[src/hw/rtl/smle_pkg.sv]
// ----------------------------------------------------------------------------
// smle_pkg
// shared constants and types of the lognormal moment estimator
// ----------------------------------------------------------------------------
package smle_pkg;

  localparam int MAX_SAMPLES    = 4096;
  localparam int LOG_ITERATIONS = 24;

  localparam int CNT_W  = $clog2(MAX_SAMPLES + 1);
  localparam int IT_W   = $clog2(LOG_ITERATIONS + 1);
  localparam int SUM_W  = 44;
  localparam int LOG_W  = 39;
  localparam int T_W    = 44;
  localparam int FB_W   = 6;

  localparam logic [31:0] LN2_Q32 = 32'hB17217F8;

  localparam logic [FB_W-1:0] FB_SUM   = 6'd16;
  localparam logic [FB_W-1:0] FB_SQ    = 6'd32;
  localparam logic [FB_W-1:0] FB_COUNT = 6'd0;

  typedef struct packed {
    logic [31:0] a;
    logic [31:0] b;
  } mul_req_t;

endpackage

[src/hw/rtl/smle_mul.sv]
// ----------------------------------------------------------------------------
// smle_mul
// shared 32x32 unsigned multiplier with registered product
// ----------------------------------------------------------------------------
module smle_mul (
  input  logic              clk,
  input  smle_pkg::mul_req_t req,
  output logic [63:0]       prod
);
  import smle_pkg::*;

  always_ff @(posedge clk) begin
    prod <= 64'(req.a) * 64'(req.b);
  end

endmodule

[config.mk]
export PLATFORM = sky130hd
export DESIGN_NAME = smle_mul
export DESIGN_NICKNAME = d
export VERILOG_FILES = /design/src/hw/rtl/smle_pkg.sv /design/src/hw/rtl/smle_mul.sv
export SDC_FILE = /design/constraint.sdc
export NUM_CORES = 2
export LEC_CHECK = 0
export ABC_AREA = 0
export BUFFER_PORTS_ARGS = -buffer_cell sky130_fd_sc_hd__clkbuf_2
export CAP_MARGIN = 30
export CORE_MARGIN = 4
export CORE_UTILIZATION = 30
export CTS_CLUSTER_SIZE = 28
export DETAILED_ROUTE_END_ITERATION = 6
export PLACE_DENSITY = 0.55
export SETUP_SLACK_MARGIN = 0.4
export SKIP_CTS_REPAIR_TIMING = 1
export SLEW_MARGIN = 20
export SYNTH_ARGS = -nofsm -noshare
export SYNTH_HDL_FRONTEND = slang
export SYNTH_SLANG_ARGS = --single-unit
[constraint.sdc]
create_clock -name clk -period 9.55 [get_ports clk]
set_input_delay 1.91 -clock clk [delete_from_list [all_inputs] [get_ports clk]]
set_output_delay 1.91 -clock clk [all_outputs]
set_load 0.02 [all_outputs]
==> summary.md <==
| Metric | Value |
|---|---|
| Final instance area | 0.0377 mm^2 |
| CTS Buf Count | 9 |
| Placed Cells incl. Taps | 5290 |
| Yosys warnings | 0 |
| Io pins | 129 |
| CP required | 9.80 ns |
| First-pass GRT wire length | 156000 um |
| Met2 wire length | 52200 um |
| Syn Area/Cell | 9.25 um^2 |
| Clk sinks | 64 |
| Fill cell count | 12100 |
| Final nets | 5015 |
| Tightest Pin Transition | 0.639 ns |
| FF/Latch Area | 0.00128 mm^2 |
| Top layer in use | met4 |
| Chip Width | 348 um |
| Top reg by flops | prod |
| CP delay by family, top | adder cells |
| Hold WS | 2.37 ns |
| CP most frequent cell | fa_1 |
| Clock Tree Root | clkbuf_16 |
| Longest Clk Path Bufs | 2 |
| Initial core utilization | 0.303 |
| Setup Total Neg Slack | 0 ns |
| Wirelength per Cell | 18.3 um |
| Max Clk Rate | 111 MHz |
| Post-synth ARST share | 0 |
| Post-Syn Nets | 4972 |
| WL met3 | 4370 um |
| Final Max Tran Viols | 0 |
| Main synth FF type | dfxtp_1 |
| Final setup vio count | 0 |
| Congestion Overflow GR | 0 |
| Crit path buf inv count | 5 |
| Clock-pin slew on the worst setup and hold paths | 0.07 ns |
| Pre-Repair DR Iteration Count | 7 |
| CTS tree | yes |
| H-tree levels | 3 |
| Outcome | finished, final reports clean |
| Critical Path Source Type | primary input |
| WL final | 97200 um |
| Number of I/O port buffers | 128 |
| RePlAce Congestion | 0.860 |
| Minimum clock period | 8.98 ns |
| Nature of the critical path endpoint | flip-flop |
| Die Area | 0.121 mm^2 |
| Vias in the first global route | 27100 |
| Register area share after synthesis | 0.0369 |
| Final Hold Viols | 0 |
| Crit path cell chain | clkbuf_2 -> buf_4 -> buf_4 -> and2_1 -> fa_1 -> inv_1 -> fa_1 -> inv_1 -> fa_1 -> fa_1 -> fa_1 -> fa_1 -> fa_1 -> ha_1 -> ha_1 -> and3_1 -> nand2_1 -> or3_1 -> nor2_1 -> and2_1 -> a21o_1 -> a221o_1 -> a41oi_2 -> xnor2_1 |
| Max Cap Viol | 0 |
| ANT nets after route | 0 |
| Largest net degree at the start of global routing | 27 |
| Max reg flops | 64 |
| Multi-input logic area | 0.0293 mm^2 |
| Slew HR | 0.571 |
| DP HPWL | 85300 um |
| Metal1 wirelength | 38200 um |
| Dpl cell area | 0.0373 mm^2 |
| Synthesized instance count | 3748 |
| Site Rows | 124 |
| RSZ-0062 raised after global routing | false |
| # DRC | 0 |
| Netlist cell types | 57 |
| EDFF count, synth | 0 |
| Synth Cell Area | 0.0347 mm^2 |
| Layout area overhead | 8.67% |
| CP peak stage delay | 0.62 ns |
| DR iter-0 viols | 1032 |
| Final worst-path cycle share | 0.941 |
| Layout cells sized above 1 | 0.0756 |
| Die height | 348 um |
| Synth Register Bits | 64 |
| Initial antenna violation count | 10 |
| Slowest CP cell | fa_1 |
| Core area | 0.115 mm^2 |
| Worst Hold Class | primary input to flip-flop |
| Crit Path Category | primary input to flip-flop |
| Final std cells w/o fill | 5315 |
| Total GRT Usage | 0.166 |
| Via density | 4.60 |
| Crit path DAT | 9.24 ns |
| Biggest regs | prod x64 |
| Detailed-route via count | 24500 |
| Critical path fanouts, max | 15 |
## placed cells by master, fill, tap and decap left out, types with 4 or more instances in the layout
master	netlist	final
fa_1	896	896
inv_1	865	865
and2_1	602	602
nand2_1	480	480
ha_1	263	263
buf_4	0	123
clkbuf_2	0	104
dfxtp_1	64	64
a21oi_1	63	63
a21o_1	40	40
xnor2_1	35	35
xor2_1	25	25
nand4_1	23	23
o21ai_0	21	21
nor2_1	20	20
and3_1	14	14
clkbuf_4	0	13
a31oi_1	12	12
buf_2	6	11
o21bai_1	10	10
nand3_1	10	10
o21a_1	9	9
clkbuf_16	0	9
diode_2	0	7
nor3_1	7	7
o21ai_1	5	5
a221o_1	4	4
clkinvlp_4	0	4
## through the flow
stage / util / setup slack [ns]
final: 0.329 / 0.565
after global routing: 0.329 / 0.403
after CTS: 0.328 / 0.247
after detailed placement: 0.326 / -0.110
after global placement: 0.326 / -0.0472
after floorplan: - / 0.887
## Yosys cell counts, drive strengths merged (14+ instances only)
cell / count / area share
inv: 865 / 0.094
dfxtp: 64 / 0.037
o21ai: 26 / 0.0038
a21o: 40 / 0.0087
nand4: 23 / 0.0041
xor2: 25 / 0.0063
ha: 263 / 0.095
clkbuf: 213 / 0.023
nor2: 20 / 0.0022
and2: 602 / 0.11
and3: 14 / 0.0025
fa: 896 / 0.52
xnor2: 35 / 0.0088
nand2: 480 / 0.052
a21oi: 66 / 0.0099
## metal layers
layer	vias up	GRT usage
met2	524	0.306
li1	10900	-
met3	109	0.0220
met1	12900	0.205
met5	-	0
met4	0	0.0402
## cell type report
class / instances / area share
clock buffer: 10 / 0.00634
clock inverter: 6 / 0.00183
multi-input combinational: 2599 / 0.778
timing repair buffer: 252 / 0.0427
inverter: 865 / 0.0862
antenna: 7 / 0.000465
tap: 1512 / 0.0502
sequential: 64 / 0.0340
## logic make-up (layout without fill, tap and decap cells)
group           Yosys count  in the layout  share of synthesized area
simple gates           1177           1177                      0.176
buf+inv                1085           1133                      0.118
other cells               0              7                          0
compound gates          202            202                     0.0415
flops                    64             64                     0.0369
mux                       1              1                   0.000289
xor+xnor                 60             60                     0.0152
fa+ha+maj              1159           1159                      0.612
## final timing paths
kind / slack, ns / cells after the start / startpoint / endpoint
hold / removal: 2.37 / 3 / req[0] / prod[0]
setup / recovery: 0.57 / 24 / req[19] / prod[60]
Power is left out: the tool's default activity adds up to more than one toggle a clock period on the data nets, which glitch-free logic cannot reach.
