### src/hw/rtl/smle_pkg.sv
// ----------------------------------------------------------------------------
// smle_pkg
// shared constants and types of the lognormal moment estimator
// ----------------------------------------------------------------------------
package smle_pkg;

  localparam int MAX_SAMPLES    = 4096;
  localparam int LOG_ITERATIONS = 24;

  localparam int CNT_W  = $clog2(MAX_SAMPLES + 1);
  localparam int IT_W   = $clog2(LOG_ITERATIONS + 1);
  localparam int SUM_W  = 44;
  localparam int LOG_W  = 39;
  localparam int T_W    = 44;
  localparam int FB_W   = 6;

  localparam logic [31:0] LN2_Q32 = 32'hB17217F8;

  localparam logic [FB_W-1:0] FB_SUM   = 6'd16;
  localparam logic [FB_W-1:0] FB_SQ    = 6'd32;
  localparam logic [FB_W-1:0] FB_COUNT = 6'd0;

  typedef struct packed {
    logic [31:0] a;
    logic [31:0] b;
  } mul_req_t;

endpackage

### src/hw/rtl/smle_div.sv
// ----------------------------------------------------------------------------
// smle_div
// restoring divider, one quotient bit per cycle, 64-bit dividend
// ----------------------------------------------------------------------------
module smle_div (
  input  logic                       clk,
  input  logic                       rst,
  input  logic                       start,
  input  logic [63:0]                dividend,
  input  logic [smle_pkg::CNT_W-1:0] divisor,
  output logic                       done,
  output logic [63:0]                quotient
);
  import smle_pkg::*;

  logic             run;
  logic [5:0]       cnt;
  logic [CNT_W-1:0] rem;
  logic [CNT_W-1:0] dvs;
  logic [CNT_W:0]   trial;

  assign trial = {rem, quotient[63]};

  always_ff @(posedge clk) begin
    if (rst) begin
      run  <= 1'b0;
      done <= 1'b0;
      cnt  <= '0;
    end else begin
      done <= 1'b0;
      if (!run) begin
        if (start) begin
          run      <= 1'b1;
          cnt      <= '0;
          rem      <= '0;
          dvs      <= divisor;
          quotient <= dividend;
        end
      end else begin
        if (trial >= {1'b0, dvs}) begin
          rem      <= CNT_W'(trial - {1'b0, dvs});
          quotient <= {quotient[62:0], 1'b1};
        end else begin
          rem      <= trial[CNT_W-1:0];
          quotient <= {quotient[62:0], 1'b0};
        end
        cnt <= cnt + 6'd1;
        if (cnt == 6'd63) begin
          run  <= 1'b0;
          done <= 1'b1;
        end
      end
    end
  end

endmodule

### config.mk
export PLATFORM = sky130hd
export DESIGN_NAME = smle_div
export DESIGN_NICKNAME = d
export VERILOG_FILES = /design/src/hw/rtl/smle_pkg.sv /design/src/hw/rtl/smle_div.sv
export SDC_FILE = /design/constraint.sdc
export NUM_CORES = 1
export LEC_CHECK = 0
export BUFFER_PORTS_ARGS = -buffer_cell sky130_fd_sc_hd__buf_4
export CORE_MARGIN = 1.5
export CORE_UTILIZATION = 40
export DETAILED_ROUTE_END_ITERATION = 8
export SYNTH_ARGS = -nofsm -noshare
export SYNTH_HDL_FRONTEND = slang
export SYNTH_SLANG_ARGS = --single-unit
### constraint.sdc
create_clock -name clk -period 6.04 [get_ports clk]
set_input_delay 0.906 -clock clk [delete_from_list [all_inputs] [get_ports clk]]
set_output_delay 0.906 -clock clk [all_outputs]
set_load 0.02 [all_outputs]
==> run metrics <==
status finished with violations; failing checks design-rule violations; synthesized flop and latch total 98; PD cells 266 nW/µm²; hold depth 2; diodes inserted 0; Clock Skews 10.2 ps; setup bufs post-CTS 0; pin count of the biggest net entering global routing 80; GRT overflow 0; post-synthesis sequential area ratio 60.3%; drt first-iter violations approximately 140; DR top layer met4; nets@finish 570; cts repair resizes 0; Hold Path End cnt[4]$_SDFFE_PP0N_; Die ar. approximately 13,000 µm²; number of synthesized flops with an enable pin 90; Post-Route M1 WL 4400 µm; port bufs 144; synthesized area 4750 µm²; Unique masters post-synth 52; Max Clk Rate ~0.3 GHz; Synth Flop Type edfxtp_1; CTS H-tree depth 3; setup TNS 0 ps; Worst VDD drop roughly 200 µV; Inserted Clock Buffers 9; Initial DRT Pass Iterations 6; Placeable Area 11,500 µm²; routed vias/inst ~5.1; routed length on met2 around 5100 µm; dpl hpwl ~7600 µm; mux contribution to synthesized area between 10% and 20%; internal reg-to-reg setup slack 2790 ps; GRT Total Usage between 10% and 20%; max-cap viol count 0; Worst-path clk slew about 70 ps; worst slew pin tran approximately 1200 ps; RSZ-0062 raised after global routing no; final worst-path cycle share a little over half; Antenna Nets Post-Route 0; Gate Count Post-Synth about 330; crit path max-delay cell type nor2_4; Post-Synth Simple-Gate Area a little over 6%; clk root buf clkbuf_16; Adder-Cell Fraction of Synth Area 4.11%; Syn-to-layout area delta 31.5%; Worst Reg-to-Reg Cells 3; Via Count between 3,000 and 4,000; detail-routed net length per standard cell around 17 µm; CTS tree built; crit start category flip-flop; Fin Hold WS around 540 ps; first-pass GRT wire length 17,000 µm; Mapped Nets about 430; asr flop ratio synth 0%; row count 39; YS warnings 0; Worst path max stage delay approximately 1000 ps; placer congestion estimate 0.765; initial antenna violation count 0; CTS Hold Bufs 0; min Tclk post-route roughly 3300 ps; fraction of layout cells with a size suffix above 1 about half; Synth Area in Compound Gates 8.70%; Slew HR a little under 20%; critical path class reg -> reg; reg2reg end quotient[16]$_DFFE_PP_; Die X approximately 110 µm; chip height roughly 110 µm; Slew Viols, Final 0; Synth Area in XOR/XNOR around 1.3%; worst path arrival time ~3300 ps; Initial Utilization roughly two fifths; vias in the first global route between 3,000 and 4,000; Skew-Pair Late Insertion Delay between 300 and 400 ps; Top Ports 145; Layout fillers between 1,000 and 1,500; CTS Sinks 98; CP Capture Type flip-flop; reg-to-reg startpoint run$_SDFF_PP0_; critical path required time just over 6000 ps; largest family of logic cells by synthesized area multiplexers; total wire length 10,700 µm; Worst Hold Class reg -> reg; Static Leak approximately 2.5 nW; Avg Cell Area, Syn about 14 µm²; crit path max fanout 79; Fin. Hold Viols 0; final setup fails 0; hold_sp cnt[4]$_SDFFE_PP0N_; residual DRC count 2; CTS max path bufs 2; critical path, cell by cell nor2_1 -> nor2_4 -> buf_4; fin util 54.2%; Met3 Routed Length 1120 µm
[metal layers]
layer / vias to the layer above / global-route usage (%)
li1: 1553 / -
met1: 1531 / 20.1
met2: 104 / 28.8
met3: 8 / 10.1
met4: 0 / 4.89
met5: - / 0
[how the worst max path moves through the flow]
stage              startpoint                      to  slack [ps]  cells after the start
2_1_floorplan             rst   quotient[0]$_DFFE_PP_        1180                      2
3_3_place_gp   run$_SDFF_PP0_  quotient[15]$_DFFE_PP_        2760                      3
3_5_place_dp   run$_SDFF_PP0_  quotient[45]$_DFFE_PP_        2680                      3
4_1_cts        run$_SDFF_PP0_  quotient[45]$_DFFE_PP_        2670                      3
5_1_grt        run$_SDFF_PP0_   quotient[0]$_DFFE_PP_        2480                      3
6_report       run$_SDFF_PP0_  quotient[16]$_DFFE_PP_        2790                      3
[cell usage after synthesis, types with 3 or more instances]
cell	number	share of area [%]
a211oi_2	3	0.79
a21oi_1	13	1.4
a31oi_1	3	0.40
buf_2	3	0.32
clkbuf_1	9	0.71
dfxtp_1	8	3.4
edfxtp_1	90	57
ha_1	14	3.7
inv_1	22	1.7
mux2_2	63	15
mux2i_1	6	1.3
nand2_1	7	0.55
nand3_1	7	0.74
nor2_1	18	1.4
nor3_1	5	0.53
nor3b_1	4	0.63
o21ai_0	5	0.53
xnor2_1	5	0.92
[registers in the layout (all words and copies together), names as in the netlist]
| signal | count |
|---|---|
| rem | 13 |
| dvs | 13 |
| cnt | 6 |
| quotient | 64 |
| run | 1 |
| done | 1 |
[metrics by stage]
| step | instances | total power [mW] | worst slack [ps] | area, µm² |
|---|---|---|---|---|
| finish | 623 | 1.66 | 2790 | 6240 |
| global placement | 607 | 1.14 | 2760 | 5980 |
| global route | 623 | 1.73 | 2480 | 6240 |
| floorplan | 332 | 1.03 | 1180 | 4750 |
| detailed placement | 607 | 1.14 | 2680 | 5980 |
| CTS | 623 | 1.68 | 2670 | 6240 |
[cell type report]
| cell class | instances | area (µm²) | share of cell area (%) |
|---|---|---|---|
| sequential | 98 | 2870 | 45.9 |
| multi-input combinational | 198 | 1750 | 28.1 |
| timing repair buffer | 146 | 1100 | 17.6 |
| clock buffer | 9 | 225 | 3.61 |
| tap | 143 | 179 | 2.87 |
| inverter | 22 | 82.6 | 1.32 |
| clock inverter | 7 | 42.5 | 0.681 |
[power breakdown]
group / leakage [nW] / internal [mW] / switching, mW / total [mW]
combinational: 1.45 / 0.148 / 0.146 / 0.294
sequential: 0.923 / 0.797 / 0.0355 / 0.833
clock: 0.131 / 0.278 / 0.254 / 0.532
[worst max-delay path: cells and delay by family (launching register included)]
family | cells | cell delay, ps
simple gates | 2 | 1300
buf+inv | 1 | 580
flops | 1 | 960
[cells by family after synthesis]
logic type,count (synthesis)
buffers and inverters,36
adders and majority gates,15
DFF,98
xor gates and xnor gates,7
muxes,70
AOI/OAI and AO/OA,52
and+or+nand+nor,54
[layout by cell type (no fill, tap or decap), types with 2 or more instances in the layout]
cell type	n
a211o_1	2
a211oi_2	3
a21oi_1	13
a21oi_2	2
a31oi_1	3
a41oi_1	2
and3_1	2
buf_4	146
clkbuf_16	9
clkinv_1	2
clkinv_2	2
dfxtp_1	7
edfxtp_1	90
ha_1	14
inv_1	22
inv_6	2
mux2_2	63
mux2i_1	6
nand2_1	7
nand3_1	7
nand4_1	2
nor2_1	17
nor2b_1	2
nor3_1	5
nor3b_1	3
o211ai_1	2
o21a_1	2
o21ai_0	5
o21bai_1	2
o22ai_1	2
o41ai_1	2
or3_1	2
xnor2_1	5
xor2_1	2
No activity file was read; power rests on OpenSTA's default activity.
