[src/hw/rtl/smle_pkg.sv]
// ----------------------------------------------------------------------------
// smle_pkg
// shared constants and types of the lognormal moment estimator
// ----------------------------------------------------------------------------
package smle_pkg;

  localparam int MAX_SAMPLES    = 4096;
  localparam int LOG_ITERATIONS = 24;

  localparam int CNT_W  = $clog2(MAX_SAMPLES + 1);
  localparam int IT_W   = $clog2(LOG_ITERATIONS + 1);
  localparam int SUM_W  = 44;
  localparam int LOG_W  = 39;
  localparam int T_W    = 44;
  localparam int FB_W   = 6;

  localparam logic [31:0] LN2_Q32 = 32'hB17217F8;

  localparam logic [FB_W-1:0] FB_SUM   = 6'd16;
  localparam logic [FB_W-1:0] FB_SQ    = 6'd32;
  localparam logic [FB_W-1:0] FB_COUNT = 6'd0;

  typedef struct packed {
    logic [31:0] a;
    logic [31:0] b;
  } mul_req_t;

endpackage

[src/hw/rtl/smle_log.sv]
// ----------------------------------------------------------------------------
// smle_log
// log2 sequencer: normalizing shift, then repeated squaring on the shared
// multiplier, result in signed q.32
// ----------------------------------------------------------------------------
module smle_log (
  input  logic                             clk,
  input  logic                             rst,
  input  logic                             start,
  input  logic [63:0]                      x,
  input  logic [smle_pkg::FB_W-1:0]        fbits,
  output smle_pkg::mul_req_t               req,
  input  logic [63:0]                      prod,
  output logic                             done,
  output logic signed [smle_pkg::LOG_W-1:0] result
);
  import smle_pkg::*;

  typedef enum logic [2:0] {L_IDLE, L_NORM, L_MUL, L_SQR, L_FIN} lstate_t;

  lstate_t         state;
  logic [63:0]     xr;
  logic [5:0]      p;
  logic [FB_W-1:0] fb;
  logic [31:0]     m;
  logic [31:0]     frac;
  logic [IT_W-1:0] it;
  logic [32:0]     sq;
  logic [4:0]      fidx;
  logic [6:0]      pe;

  assign req  = '{a: m, b: m};
  assign sq   = prod[63:31];
  assign fidx = 5'(31 - 32'(it));
  assign pe   = {1'b0, p} - {1'b0, fb};

  always_ff @(posedge clk) begin
    if (rst) begin
      state <= L_IDLE;
      done  <= 1'b0;
    end else begin
      done <= 1'b0;
      unique case (state)
        L_IDLE: begin
          if (start) begin
            xr    <= x;
            p     <= 6'd63;
            fb    <= fbits;
            state <= L_NORM;
          end
        end
        L_NORM: begin
          if (xr[63]) begin
            m     <= xr[63:32];
            frac  <= '0;
            it    <= '0;
            state <= L_MUL;
          end else begin
            xr <= {xr[62:0], 1'b0};
            p  <= p - 6'd1;
          end
        end
        L_MUL: state <= L_SQR;
        L_SQR: begin
          if (sq[32]) begin
            m <= sq[32:1];
            if (32'(it) < 32) frac[fidx] <= 1'b1;
          end else begin
            m <= sq[31:0];
          end
          it <= it + IT_W'(1);
          if (32'(it) + 1 == LOG_ITERATIONS) state <= L_FIN;
          else state <= L_MUL;
        end
        L_FIN: begin
          result <= {pe, frac};
          done   <= 1'b1;
          state  <= L_IDLE;
        end
        default: state <= L_IDLE;
      endcase
    end
  end

endmodule

[config.mk]
export PLATFORM = sky130hd
export DESIGN_NAME = smle_log
export DESIGN_NICKNAME = d
export VERILOG_FILES = /design/src/hw/rtl/smle_pkg.sv /design/src/hw/rtl/smle_log.sv
export SDC_FILE = /design/constraint.sdc
export NUM_CORES = 1
export LEC_CHECK = 0
export ABC_AREA = 1
export BUFFER_PORTS_ARGS = -buffer_cell sky130_fd_sc_hd__buf_2
export CAP_MARGIN = 20
export CORE_ASPECT_RATIO = 1.5
export CORE_MARGIN = 2
export CORE_UTILIZATION = 29
export DETAILED_ROUTE_END_ITERATION = 7
export PLACE_DENSITY = 0.46
export SLEW_MARGIN = 10
export SYNTH_ARGS = -nofsm -noshare
export SYNTH_HDL_FRONTEND = slang
export SYNTH_SLANG_ARGS = --single-unit
[constraint.sdc]
create_clock -name clk -period 9.13 [get_ports clk]
set_input_delay 1.3695 -clock clk [delete_from_list [all_inputs] [get_ports clk]]
set_output_delay 1.3695 -clock clk [all_outputs]
set_load 0.01 [all_outputs]
==> results_dict.tcl, run 1 <==
set metrics [dict create \
    pwr-share-clk_pct 37.7 \
    cts_resized 0 \
    globalplace.congestion 0.834 \
    viasPerCell 4.20 \
    drcViolationCount 0 \
    grt_max_degree 70 \
    ys_ff_latch 188 \
    critPathMaxStageDelay_ns 0.72 \
    final_cell_mix "nand2_1 (332), buf_2 (209), edfxtp_1 (184), inv_1 (51), nand3_1 (40)" \
    clk_path_buf_depth 2 \
    hp-class "reg -> reg" \
    syn_inst 796 \
    fp.dieH_um 212 \
    clock-sinks 188 \
    drv_slew 0 \
    drv_cap 0 \
    cts_hold_buf 0 \
    fmax_ghz 0.377 \
    num_rows 76 \
    vias 5767 \
    grt-ovfl-total 0 \
    r2r_start "state[2]$_SDFFE_PP0P_" \
    die_w_um 143 \
    cts_setup_buffers 0 \
    power_mw 1.99 \
    routed_wl_um 19500 \
    p_leak_nw 4.30 \
    combPwrFrac_pct 9.9 \
    rsz0062_at_grt "false" \
    ant_nets 0 \
    synth_top_family_by_area "simple AND/OR/NAND/NOR gates" \
    grt_usage_pct 13.1 \
    hpwl_um 13800 \
    syn_area_per_cell_sq_um 10.5 \
    peakVddDrop_uv 125 \
    layout.nets 1119 \
    fillers 2962 \
    clk_latency_ns 0.44 \
    htree_levels 4 \
    port_buffers 209 \
    cts-root-buf "clkbuf_16" \
    hold_viol_final 0 \
    whs_path_depth 0 \
    grt_pass1_wl_um 30100 \
    ys_warn_count 0 \
    min_period_ns 2.65 \
    cts_made_buffers 17 \
    final_common_cell "nand2_1" \
    wl_per_cell_um 14.2 \
    p_seq_share_pct 52.4 \
    synth_adder_area_share_pct 2.03 \
    synthTopCellsByArea "edfxtp_1 (66%), nand2_1 (15%), buf_4 (3.4%)" \
    end_kind "flop" \
    syn_nets 946 \
    synth_area_sq_um 8380 \
    crit_buf_inv 3 \
    cp.required_ns 9.19 \
    p_int_mw 1.50 \
    crit_family "buffers and inverters" \
    tightest_slew_ns 0.945 \
    ys_seq_area_share_pct 66.9 \
    yosysTopAreaCellShare_pct 65.9 \
    ys_types 26 \
    synth-xor-area-share_pct 0.418 \
    fin_skew_ns 0.0122 \
    core_sq_um 28600 \
    firstDrtPassIters 4 \
    cp_cell_sequence "buf_2 -> inv_1 -> o21ai_0 -> a21oi_4 -> buf_4" \
    grt_pass1_vias 5643 \
    critPathKind "in -> reg" \
    area_growth_pct 21.6 \
    crit_path_start_kind "input pin" \
    layout-drive-gt1-share_pct 26.6 \
    die_area_sq_um 30300 \
    synth_compound_area_share_pct 3.00 \
    cp_num_cells 5 \
    setup_viol 0 \
    io-pin-count 241 \
    synthSimpleGateAreaFrac_pct 20.1 \
    crit_arrival_ns 2.72 \
    min_to "result[7]$_DFFE_PP_" \
    power_density_nw_per_um2 195 \
    finalCritPeriodShare_pct 29.1 \
    synth_top_cell_by_area "edfxtp_1" \
    path_clk_slew_ns 0.07 \
    slowest_stage "buf_4" \
    start_util_pct 29.3 \
    cp_max_fo 69 \
    first_iter_violations 303 \
    swShare_pct 24.9 \
    cts_tree "built" \
    antenna_found_initial 4 \
    p_switching_mw 0.496 \
    synth_mux_area_share_pct 0 \
    rr_endpoint "xr[41]$_DFFE_PP_" \
    max_slew_margin_pct 37.0 \
    finalSetupTns_ns 0 \
    worstRegToRegCells 4 \
    reg2reg_setup_slack_ns 6.98 \
    hold_start "frac[7]$_SDFFCE_PP0P_" \
    status "finished clean" \
]
-- worst max-delay path by stage --
| stage | end | start | slack, ns |
|---|---|---|---|
| after floorplan | p[0]$_SDFFCE_PN1P_ | rst | 3.72 |
| after global placement | xr[41]$_DFFE_PP_ | rst | 6.02 |
| after detailed placement | xr[26]$_DFFE_PP_ | rst | 6.02 |
| after CTS | xr[36]$_DFFE_PP_ | rst | 6.47 |
| after global routing | xr[25]$_DFFE_PP_ | rst | 6.39 |
| final | xr[41]$_DFFE_PP_ | rst | 6.48 |
-- through the flow --
step	cells	hold WS [ns]	setup WS [ns]	cell area, sq um	util, %
floorplan	796	0.426	3.72	8380	-
global placement	1339	0.435	6.02	9580	33.5
detailed placement	1339	0.434	6.02	9580	33.5
CTS	1371	0.450	6.47	10200	35.5
global route	1373	0.455	6.39	10200	35.6
finish	1374	0.451	6.48	10200	35.6
-- worst register-to-register path, stage by stage, from the launching register on --
cell	delay, ns
dfxtp_1	0.33
inv_2	0.15
nand4_1	0.32
a21oi_4	0.21
buf_4	0.72
-- power groups by stage --
| stage | Clock (mW) | Combinational (mW) | Sequential [mW] |
|---|---|---|---|
| floorplan | 0 | 0.133 | 1.06 |
| global placement | 0 | 0.201 | 1.06 |
| detailed placement | 0 | 0.203 | 1.06 |
| CTS | 0.778 | 0.203 | 1.04 |
| global route | 0.809 | 0.228 | 1.05 |
| finish | 0.752 | 0.197 | 1.04 |
-- flip-flops by register name (all words and copies together), names as in the netlist --
signal	cells
done	1
fb	6
frac	32
it	5
m	32
p	6
result	39
state	3
xr	64
-- cell type report --
cell class / instances / area, sq um / area share [%]
diodes: 2 / 5.00 / 0.0491
inverters: 55 / 206 / 2.03
clock inverters: 15 / 161 / 1.58
clock buffers: 17 / 425 / 4.17
flip-flops and latches: 188 / 5610 / 55.0
repair buffers: 218 / 1130 / 11.1
well taps: 390 / 488 / 4.79
multi-input cells: 489 / 2170 / 21.3
-- layer usage --
layer | routed length [um] | GRT usage [%] | part of all wire, %
met5 | 27 | 0 | 0.14
met4 | 514 | 5.46 | 2.6
met3 | 790 | 3.06 | 4.1
met2 | 9930 | 22.7 | 51
met1 | 8200 | 15.6 | 42
-- synthesized netlist by cell type, drive strengths merged --
cell type and count:
a21oi 41, buf 60, clkbuf 4, dfxtp 4, edfxtp 184, fa 1
ha 12, inv 55, nand2 334, nand3 40, nand3b 1, nand4 7
nor2 32, nor3 9, o211ai 1, o21ai 6, o22a 1, xnor2 3
xor2 1
-- kinds of logic (layout without fill, tap and decap cells) --
logic type / count (synthesis) / count (layout)
other cells: 0 / 2
simple gates: 423 / 423
compound gates: 49 / 49
xor+xnor: 4 / 4
fa+ha+maj: 13 / 13
buf+inv: 119 / 305
flops: 188 / 188
Power figures use the tool's default switching activity.
==> inputs of run 2 (changes only) <==
PLACE_DENSITY = 0.47   (was 0.46)
clock period = 2.3 ns   (was 9.13 ns; I/O delays follow)
==> results_dict.tcl, run 2 (same netlist as run 1, synthesis figures left out) <==
set metrics [dict create \
    htree_levels 4 \
    drv_slew 0 \
    area_growth_pct 23.1 \
    final_util_pct 36.1 \
    dp_worst_setup_slack_ns 0.574 \
    reg_top3 "xr x64, result x39" \
    hpwl_um 13900 \
    drcViolationCount 0 \
    p_leak_nw 4.36 \
    grt_pass1_wl_um 29200 \
    peakVddDrop_uv 520 \
    die_area_sq_um 30300 \
    drv_cap 0 \
    cp.required_ns 2.43 \
    path_clk_slew_ns 0.07 \
    hold_viol_final 0 \
    largest_register_ffs 64 \
    first_iter_violations 333 \
    grt-ovfl-total 0 \
    status "finished clean" \
    tightest_slew_ns 0.684 \
    grt_usage_pct 12.7 \
    antenna_found_initial 2 \
    fillers 2939 \
    layout.nets 1122 \
    vias 5790 \
    clock-sinks 188 \
    min_period_ns 1.74 \
    cp_max_fo 32 \
    crit_family "simple AND/OR/NAND/NOR gates" \
    power_density_nw_per_um2 790 \
    cp_cell_sequence "inv_2 -> nand4_1 -> nand2_1 -> nor2_4 -> buf_12" \
    reg2reg_setup_slack_ns 0.56 \
    viasPerCell 4.20 \
    cts_made_buffers 17 \
    wl_per_cell_um 14.0 \
    crit_path_start_kind "flop" \
    setup_slack_ns 0.558 \
    final_common_cell "nand2_1" \
    largest-register "xr" \
    crit_arrival_ns 1.87 \
    globalplace.congestion 0.807 \
    die_w_um 143 \
    whs_ns 0.0803 \
    fmax_ghz 0.574 \
    fin_skew_ns 0.00915 \
    rsz0062_at_grt "false" \
    grt_pass1_vias 5695 \
    critPathKind "reg -> reg" \
    hp-class "in -> reg" \
    final_cell_mix "nand2_1 (332), buf_2 (209), edfxtp_1 (184), inv_1 (50), nand3_1 (40)" \
    start_util_pct 29.3 \
    core_sq_um 28600 \
    end_kind "flop" \
    setup_viol 0 \
    cts_hold_buf 0 \
    port_buffers 209 \
    crit_buf_inv 2 \
    layout-drive-gt1-share_pct 26.9 \
    cts_tree "built" \
    num_rows 76 \
    firstDrtPassIters 4 \
    place_area_sq_um 9680 \
    slowest_stage "dfxtp_2" \
    max_slew_margin_pct 54.4 \
    power_mw 8.16 \
    final_design_area_no_fill_sq_um 10300 \
    clk_latency_ns 0.44 \
    cts_setup_buffers 0 \
    grt_max_degree 66 \
    finalCritPeriodShare_pct 75.8 \
    fp.dieH_um 212 \
    ant_nets 0 \
    clk_path_buf_depth 2 \
    critPathMaxStageDelay_ns 0.38 \
    cts-root-buf "clkbuf_16" \
    io-pin-count 241 \
    cts_resized 0 \
    routed_wl_um 19200 \
]
run 2: path summary, 6_finish.rpt:
path                     startpoint              endpoint  cells after the start
max           state[1]$_SDFFE_PP0P_        m[8]$_DFFE_PP_                      5
max reg2reg   state[1]$_SDFFE_PP0P_        m[8]$_DFFE_PP_                      5
min reg2reg  frac[17]$_SDFFCE_PP0P_  result[17]$_DFFE_PP_                      0
min                        fbits[0]       fb[0]$_DFFE_PP_                      1
run 2: worst register-to-register path, cell delays in order, from the launching register on:
cell and delay, ns:
dfxtp_2 0.38, inv_2 0.06, nand4_1 0.30, nand2_1 0.19, nor2_4 0.23, buf_12 0.25
run 2: cell type report:
type / instances / area [sq um] / share of cell area (%)
clock buffer: 18 / 429 / 4.16
clock inverter: 14 / 211 / 2.05
timing repair buffer: 221 / 1200 / 11.6
antenna: 2 / 5.00 / 0.0485
inverter: 55 / 209 / 2.02
tap: 390 / 488 / 4.73
sequential: 188 / 5610 / 54.3
multi-input combinational: 489 / 2180 / 21.1
run 2: metal layers:
layer	track usage, %	vias up	wire length (um)
met1	14.3	2665	7960
met5	0	-	13
met3	3.15	27	834
li1	-	2953	-
met4	6.08	2	571
met2	22.4	143	9860
run 2: report_power, final:
| part | switching (mW) | total, mW | internal, mW | leakage [nW] |
|---|---|---|---|---|
| clock network | 1.36 | 3.20 | 1.85 | 0.306 |
| registers | 0.0991 | 4.14 | 4.04 | 1.73 |
| logic | 0.514 | 0.809 | 0.294 | 2.32 |
| total | 1.97 | 8.16 | 6.18 | 4.36 |
run 2: metrics by stage:
step	setup TNS, ns	cells
after floorplan	-2.12	796
after detailed placement	0	1343
final	0	1377
after global placement	0	1343
after CTS	0	1375
after global routing	0	1376
